`config.mk`:
```
export PLATFORM = sky130hd
export DESIGN_NAME = skl_cell
export DESIGN_NICKNAME = d
export VERILOG_FILES = /design/src/design/skl_pkg.sv /design/src/design/skl_cell.sv
export SDC_FILE = /design/constraint.sdc
export NUM_CORES = 1
export LEC_CHECK = 0
export BUFFER_PORTS_ARGS = -buffer_cell sky130_fd_sc_hd__buf_2
export CAP_MARGIN = 25
export CORE_ASPECT_RATIO = 0.75
export CORE_MARGIN = 2
export CORE_UTILIZATION = 35
export DETAILED_ROUTE_END_ITERATION = 6
export PLACE_DENSITY = 0.65
export SYNTH_ARGS = -nofsm -noshare
export SYNTH_HDL_FRONTEND = slang
export SYNTH_SLANG_ARGS = --single-unit
```
`constraint.sdc`:
```
create_clock -name clk -period 14.65 [get_ports clk]
set_clock_uncertainty 0.1 [all_clocks]
set_input_delay 2.93 -clock clk [delete_from_list [all_inputs] [get_ports clk]]
set_output_delay 2.93 -clock clk [all_outputs]
set_load 0.01 [all_outputs]
```
`src/design/skl_pkg.sv`:
```
package skl_pkg;

  localparam int KEY_W    = 32;
  localparam int FUNC_W   = 2;
  localparam int STATUS_W = 3;

  typedef enum logic [FUNC_W-1:0] {
    FUNC_INSERT = 2'd0,
    FUNC_DELETE = 2'd1,
    FUNC_LIST   = 2'd2
  } func_t;

  typedef enum logic [STATUS_W-1:0] {
    STATUS_INSERTED  = 3'd0,
    STATUS_FULL      = 3'd1,
    STATUS_REMOVED   = 3'd2,
    STATUS_NOT_FOUND = 3'd3,
    STATUS_LISTED    = 3'd4,
    STATUS_EMPTY     = 3'd5
  } status_t;

  typedef enum logic [1:0] {
    CMD_HOLD,
    CMD_INSERT,
    CMD_DELETE,
    CMD_ROTATE
  } cmd_t;

  typedef enum logic {
    ST_IDLE,
    ST_LIST
  } state_t;

  typedef struct packed {
    cmd_t                    cmd;
    logic signed [KEY_W-1:0] key;
  } cell_ctrl_t;

  typedef struct packed {
    logic                    valid;
    logic signed [KEY_W-1:0] key;
    logic                    ge;
    logic                    eq;
  } cell_out_t;

  localparam cell_out_t CELL_NONE = '{valid: 1'b0, key: '0, ge: 1'b0, eq: 1'b0};

endpackage

```
`src/design/skl_cell.sv`:
```
module skl_cell (
  input  logic                clk,
  input  logic                rst,
  input  skl_pkg::cell_ctrl_t ctrl,
  input  skl_pkg::cell_out_t  left,
  input  skl_pkg::cell_out_t  right,
  input  logic signed [skl_pkg::KEY_W-1:0] head_key,
  input  logic                found,
  output skl_pkg::cell_out_t  self
);

  logic                             valid;
  logic signed [skl_pkg::KEY_W-1:0] key;
  logic                             valid_next;
  logic signed [skl_pkg::KEY_W-1:0] key_next;
  logic                             ge;

  // A cell is at or past the request position when it is empty or its key is not smaller.
  assign ge = !valid || (key >= ctrl.key);

  assign self.valid = valid;
  assign self.key   = key;
  assign self.ge    = ge;
  assign self.eq    = valid && (key == ctrl.key);

  always_comb begin
    valid_next = valid;
    key_next   = key;
    case (ctrl.cmd)
      skl_pkg::CMD_INSERT: begin
        if (ge && left.ge) begin
          valid_next = left.valid;
          key_next   = left.key;
        end else if (ge) begin
          valid_next = 1'b1;
          key_next   = ctrl.key;
        end
      end
      skl_pkg::CMD_DELETE: begin
        if (ge && found) begin
          valid_next = right.valid;
          key_next   = right.key;
        end
      end
      skl_pkg::CMD_ROTATE: begin
        if (right.valid) begin
          key_next = right.key;
        end else if (valid) begin
          key_next = head_key;
        end
      end
      default: begin
      end
    endcase
  end

  always_ff @(posedge clk) begin
    if (rst) begin
      valid <= 1'b0;
    end else begin
      valid <= valid_next;
    end
    key <= key_next;
  end

endmodule

```
# == After elaboration in Yosys (flattened, before gate mapping) ==
# Cells that the tools add are included.
# totals
regBits,33
out_inout_bits,35
word_cells,29
# op_classes
order_cmp,1
eq_ne,7
mux,10
n_reduce_logical,9
# ops
cell,count
2-to-1 mux 32 bit,5
one-hot mux 32 bit (3 select lines),1
== test 32 bit,1
greater-or-equal comparator 32 bit,1
inequality test 3 bit (second input constant),2
== test 2 bit (second input constant),2
AND reduction 4 bit,1
logical AND 1 bit,3
2-to-1 mux 1 bit,3
AND reduction 3 bit,1
nonzero test 3 bit,1
== test 2 x 1 -> 1 bit (second input constant),1
inequality test 2 bit (second input constant),1
one-hot mux 1 bit (2 select lines),1
nonzero test 2 bit,1
logical NOT 1 bit,1
logical OR 1 bit,1

# == Logic depth before layout (Yosys ltp) ==
# Gate-level depths: netlist of run 1.
# depth
ltp_word,5
depth_mapped,11
ltp_nobuf,10

# == Worst setup path before layout of run 1 ==
# Ideal clock, no wire load.
# synth_timing
path_kind,input to output
from,in ctrl[14] (netlist name)
to,out self[1] (netlist name)
arrival_ns,4.848
required_ns,11.620
path_slack_ns,6.772
cell_stages,11
cell_sequence,inv_1 > ha_1 > a21oi_1 > nand2_1 > a221o_1 > or3_1 > a211o_1 > buf_6 > nand2_1 > inv_1 > buf_4
# synth_between
elab_chain_len,2
# synth_lines
element,line,rtl
start: declaration,skl_cell.sv:4,"input skl_pkg::cell_ctrl_t ctrl,"
greater-or-equal comparator 32 bit,skl_cell.sv:19,assign ge = !valid || (key >= ctrl.key);
logical OR 1 bit,skl_cell.sv:19,
end: declaration,skl_cell.sv:9,output skl_pkg::cell_out_t self
# Every way passes these cells.

==> results.py, run 1 <==
metrics = {
    "run_status": {
        "status": "completed",
    },
    "timing": {
        "fmax_mhz": 122,
        "finalSetupViolCount": 0,
        "relSlewSlack_pct": 34.2,
        "period_needed_ns": 8.18,
        "hold_viol": 0,
        "worst_pin_slew_ns": 0.985,
        "grt_setup_unrepaired": "false",
        "setup_tns_ns": 0,
        "slew_viol_final": 0,
        "fin_crit_sh_pct": 55.8,
    },
    "cells_and_area": {
        "final_layout_size_suffix_gt1_share_pct": 38.6,
        "synthToLayoutAreaGrowth_pct": 37.2,
        "final_cell_mix": "buf_2 (170), inv_1 (35), a31oi_1 (33)",
        "final_common_cell": "buf_2",
        "fillers": 838,
        "stdcell_count": 590,
        "final_nets": 652,
        "n_antenna_cell": 0,
    },
    "cts": {
        "numClockSinks": 33,
        "cts_buffers": 5,
        "clock_path_buffers": 2,
        "worstSkewPairLatency_ns": 0.27,
        "cts_tree": "yes",
        "clk_pin_slew_ns": 0.05,
        "root_buffer": "clkbuf_16",
        "post_cts_resized": 0,
        "postCtsHoldBufs": 0,
        "cts_setup_buffers": 0,
        "htree_num_levels": 2,
    },
    "power": {
        "p_leak_uw": 0.00208,
        "p_per_area_nw_per_um2": 82.9,
        "max-vdd-ir-drop_mv": 0.0382,
    },
    "global_routing": {
        "grt_antenna_before_repair": 0,
        "grt_pass1_vias": 3070,
        "grt-ovfl-total": 0,
        "grt_max_degree": 68,
        "grt_usage_pct": 20.0,
        "grt_pass1_wl_um": 15100,
    },
    "min_path": {
        "min_path_type": "reg -> reg",
    },
    "die": {
        "ios": 174,
        "coreArea_um2": 8380,
        "dieArea_um2": 9300,
        "start_util_pct": 35.7,
        "num_rows": 29,
        "die_h_um": 84.0,
        "die_x_um": 111,
    },
    "synth": {
        "avgSynthCellArea_um2": 9.25,
        "synth_area_leaders": "edfxtp_1 (32%), ha_1 (13%), mux2i_1 (11%), a22oi_1 (8.0%), a31oi_1 (6.9%)",
        "synth_ff_type": "edfxtp_1",
        "synth_top_area_cell": "edfxtp_1",
        "syn-num-nets": 494,
        "synth_area_um2": 2990,
        "synthCells": 323,
        "yosysUniqueCellTypes": 40,
        "netlist.area_leader.share_pct": 32.1,
        "ys_async_sr_fraction_pct": 0,
        "synth_seq_cells": 33,
        "yosys_warnings": 0,
        "synth_edf_count": 32,
        "yosysSeqAreaShare_pct": 32.8,
    },
    "detailed_routing": {
        "firstDrtPassIters": 4,
        "route.detailed.wl_per_inst_um": 16.1,
        "drt_drc_violations_left": 0,
        "wl_um": 9520,
        "drt_iter0_markers": 110,
        "via_count": 3126,
        "ant_nets": 0,
        "viasPerCell": 5.30,
    },
    "place": {
        "routabilityCongestion": 0.778,
        "placedCellCount": 580,
        "place_hpwl_um": 7120,
        "portBuffers": 170,
    },
    "flow_run": {
        "cap_violations": 0,
    },
    "worst_setup_path": {
        "worst_path_largest_cell_delay_ns": 0.63,
        "crit_fanout": 4,
        "endpoint_kind": "output port",
        "critPathLaunchType": "input pin",
        "required_ns": 11.62,
        "critPathKind": "in -> out",
        "cp_top_family": "simple AND/OR/NAND/NOR gates",
        "cp_cell_sequence": "buf_2 > inv_1 > ha_1 > nand4_1 > nor4_2 > a21oi_1 > nor2b_1 > nand2_1 > nand2_1 > inv_1 > buf_2",
        "path_buf_inv": 4,
        "slowest_stage": "nor4_2",
        "cp.arrival_ns": 5.15,
    },
}
==> final timing paths <==
| check | slack (ns) | cells past startpoint | startpoint | to |
|---|---|---|---|---|
| hold / removal | 0.60 | 3 | valid | valid |
| setup / recovery | 6.47 | 11 | ctrl[31] | self[1] |
| hold reg to reg | 0.60 | 3 | valid | valid |
| setup reg to reg | 10.79 | 10 | key[31] | key[31] |
==> power breakdown <==
group	leakage [µW]	switching, µW	total (µW)	internal, µW
combinational	0.00170	63.4	115	51.9
clock	0.0000652	37.3	100	63.2
sequential	0.000316	5.80	124	118
total	0.00208	106	340	234
==> synth_stat cells (all sizes together), types with 8 or more instances <==
master and instances:
a31oi 33, inv 35, a21oi 13, nand4 8, clkbuf 12, edfxtp 32
mux2i 32, ha 32, nand2 13, o21ai 36, buf 13, a22oi 32
==> state kept, by name, indices dropped and copies added (netlist names) <==
name,count
valid,1
key,32
==> per-layer routing <==
metal	track usage [%]	up-vias	wire length [µm]
met3	3.99	6	558
met5	0	-	0
li1	-	1568	-
met2	32.9	107	4270
met1	27.1	1445	4600
met4	4.66	0	85
==> tightest hold or removal path: cells and delay by family, from the launching register on <==
| kind | cells | cell delay [ns] |
|---|---|---|
| compound gates | 2 | 0.23 |
| flops | 1 | 0.33 |
| buf+inv | 1 | 0.09 |
==> metrics by stage <==
step	cell area (µm²)	util [%]	hold WS [ns]	worst slack, ns	power, µW
2_1_floorplan	2990	-	0.518	6.77	192
3_3_place_gp	3890	46.4	0.577	6.54	235
3_5_place_dp	3920	46.7	0.582	6.51	240
4_1_cts	4050	48.4	0.593	6.49	343
5_1_grt	4100	48.9	0.656	6.28	363
6_report	4100	48.9	0.595	6.47	340
==> layout make-up <==
cell class | instances | area [µm²] | area share (%)
Multi-Input combinational cell | 230 | 1770 | 43.1
Sequential cell | 33 | 981 | 23.9
Timing Repair Buffer | 176 | 948 | 23.1
Clock buffer | 8 | 136 | 3.33
Tap cell | 108 | 135 | 3.29
Inverter | 35 | 131 | 3.20
==> cell families after synthesis <==
family	synth area share, %
and+or+nand+nor	6.49
adders and majority gates	13.4
muxes	10.7
buffers and inverters	9.04
DFF	32.8
AOI/OAI and AO/OA	27.5
(Power assumes the default switching activity.)
==> run 2, diff against run 1 <==
clock period = 7.7 ns   (was 14.65 ns; I/O delays follow)
==> results.py, run 2 (synthesis gave the netlist of run 1 again) <==
metrics = {
    "global_routing": {
        "grt_max_degree": 68,
        "grt_antenna_before_repair": 0,
        "grt-ovfl-total": 0,
        "grt_usage_pct": 19.1,
        "grt_pass1_wl_um": 14400,
        "grt_pass1_vias": 2951,
    },
    "detailed_routing": {
        "viasPerCell": 5.29,
        "wl_um": 9280,
        "firstDrtPassIters": 6,
        "via_count": 3121,
        "drt_drc_violations_left": 0,
        "ant_nets": 0,
        "route.detailed.wl_per_inst_um": 15.7,
        "drt_iter0_markers": 165,
    },
    "die": {
        "die_x_um": 111,
        "die_h_um": 84.0,
        "start_util_pct": 35.7,
        "num_rows": 29,
        "coreArea_um2": 8380,
        "dieArea_um2": 9300,
        "ios": 174,
    },
    "worst_setup_path": {
        "crit_fanout": 35,
        "critPathKind": "in -> out",
        "cp.arrival_ns": 4.15,
        "critPathLaunchType": "input pin",
        "endpoint_kind": "output port",
        "required_ns": 6.06,
    },
    "timing": {
        "relSlewSlack_pct": 33.4,
        "finalSetupViolCount": 0,
        "slew_viol_final": 0,
        "setup_tns_ns": 0,
        "hold_viol": 0,
        "worst_pin_slew_ns": 0.996,
        "period_needed_ns": 5.79,
        "fin_crit_sh_pct": 75.2,
        "grt_setup_unrepaired": "false",
        "fmax_mhz": 173,
    },
    "cts": {
        "numClockSinks": 33,
        "cts_buffers": 5,
        "clock_path_buffers": 2,
        "htree_num_levels": 2,
        "cts_setup_buffers": 0,
        "cts_tree": "yes",
        "postCtsHoldBufs": 0,
        "post_cts_resized": 0,
        "root_buffer": "clkbuf_16",
        "clk_pin_slew_ns": 0.05,
        "worstSkewPairLatency_ns": 0.27,
    },
    "power": {
        "p_int_uw": 451,
        "p_per_area_nw_per_um2": 160,
        "max-vdd-ir-drop_mv": 0.0782,
        "power.switching_uw": 203,
        "share_comb_of_total_power_pct": 33.2,
        "finalPower_uw": 654,
        "p_leak_uw": 0.00208,
        "switching_share_pct": 31.0,
        "pwr-share-clk_pct": 30.7,
        "power_frac_seq_pct": 36.1,
    },
    "cells_and_area": {
        "largestRegisters": "key (32), valid (1)",
        "n_antenna_cell": 0,
        "synthToLayoutAreaGrowth_pct": 36.7,
        "top_register": "key",
        "largest_reg_flops": 32,
        "final_layout_size_suffix_gt1_share_pct": 38.8,
        "final_nets": 652,
        "final_common_cell": "buf_2",
        "fillers": 813,
        "final_cell_mix": "buf_2 (170), inv_1 (35), a31oi_1 (33)",
    },
    "place": {
        "portBuffers": 170,
        "routabilityCongestion": 0.779,
        "place_hpwl_um": 6980,
    },
    "min_path": {
        "min_path_type": "reg -> reg",
    },
    "flow_run": {
        "cap_violations": 0,
    },
    "run_status": {
        "status": "completed",
    },
}
-- run 2: cell types whose count changed in the layout (fill, tap and decap cells not counted) --
cell      change
buf_16        -1
buf_12        -1
clkbuf_8      +1
buf_4         +1
buf_8         +1
clkbuf_1      -1
-- run 2: power groups by stage --
stage	Combinational (µW)	Clock, µW	Sequential, µW
4_1_cts	217	206	236
2_1_floorplan	115	0	249
3_5_place_dp	216	0	240
5_1_grt	241	214	239
6_report	217	201	236
3_3_place_gp	206	0	240
-- run 2: path summary, 6_finish.rpt --
check / start / end / slack, ns / depth (start not counted)
hold reg to reg: valid / valid / 0.61 / 3
setup / recovery: ctrl[31] / self[1] / 1.91 / 12
setup reg to reg: key[31] / key[18] / 3.80 / 10
hold / removal: valid / valid / 0.61 / 3
-- run 2: final cells by class --
cell class | instances | area [µm²] | share of cell area (%)
multi-input combinational | 230 | 1770 | 43.3
sequential | 33 | 981 | 24.0
inverter | 35 | 131 | 3.21
tap | 108 | 135 | 3.31
clock buffer | 8 | 146 | 3.58
timing repair buffer | 176 | 923 | 22.6
-- run 2: worst max-delay path, stage by stage --
cell     delay (ns)
buf_2          0.09
inv_1          0.04
ha_1           0.36
nand4_1        0.21
nor4_2         0.58
a21oi_1        0.18
nand2_1        0.18
a211o_1        0.12
buf_4          0.38
nand2_1        0.19
inv_1          0.12
buf_2          0.13
-- run 2: metrics by stage --
step / worst slack (ns) / area, µm² / utilization, % / hold slack, ns / std cells
5_1_grt: 1.72 / 4090 / 48.8 / 0.676 / 590
3_5_place_dp: 1.94 / 3930 / 46.8 / 0.591 / 581
4_1_cts: 1.91 / 4070 / 48.6 / 0.602 / 589
2_1_floorplan: 2.46 / 2990 / - / 0.518 / 323
6_report: 1.91 / 4090 / 48.8 / 0.611 / 590
3_3_place_gp: 2.03 / 3900 / 46.5 / 0.586 / 580
-- run 2: per-layer routing --
layer | track usage (%) | vias up | share of wire, %
met3 | 3.70 | 6 | 6.5
met4 | 4.09 | 0 | 0.61
li1 | - | 1566 | -
met1 | 26.2 | 1430 | 47
met5 | 0 | - | 0
met2 | 31.4 | 119 | 45
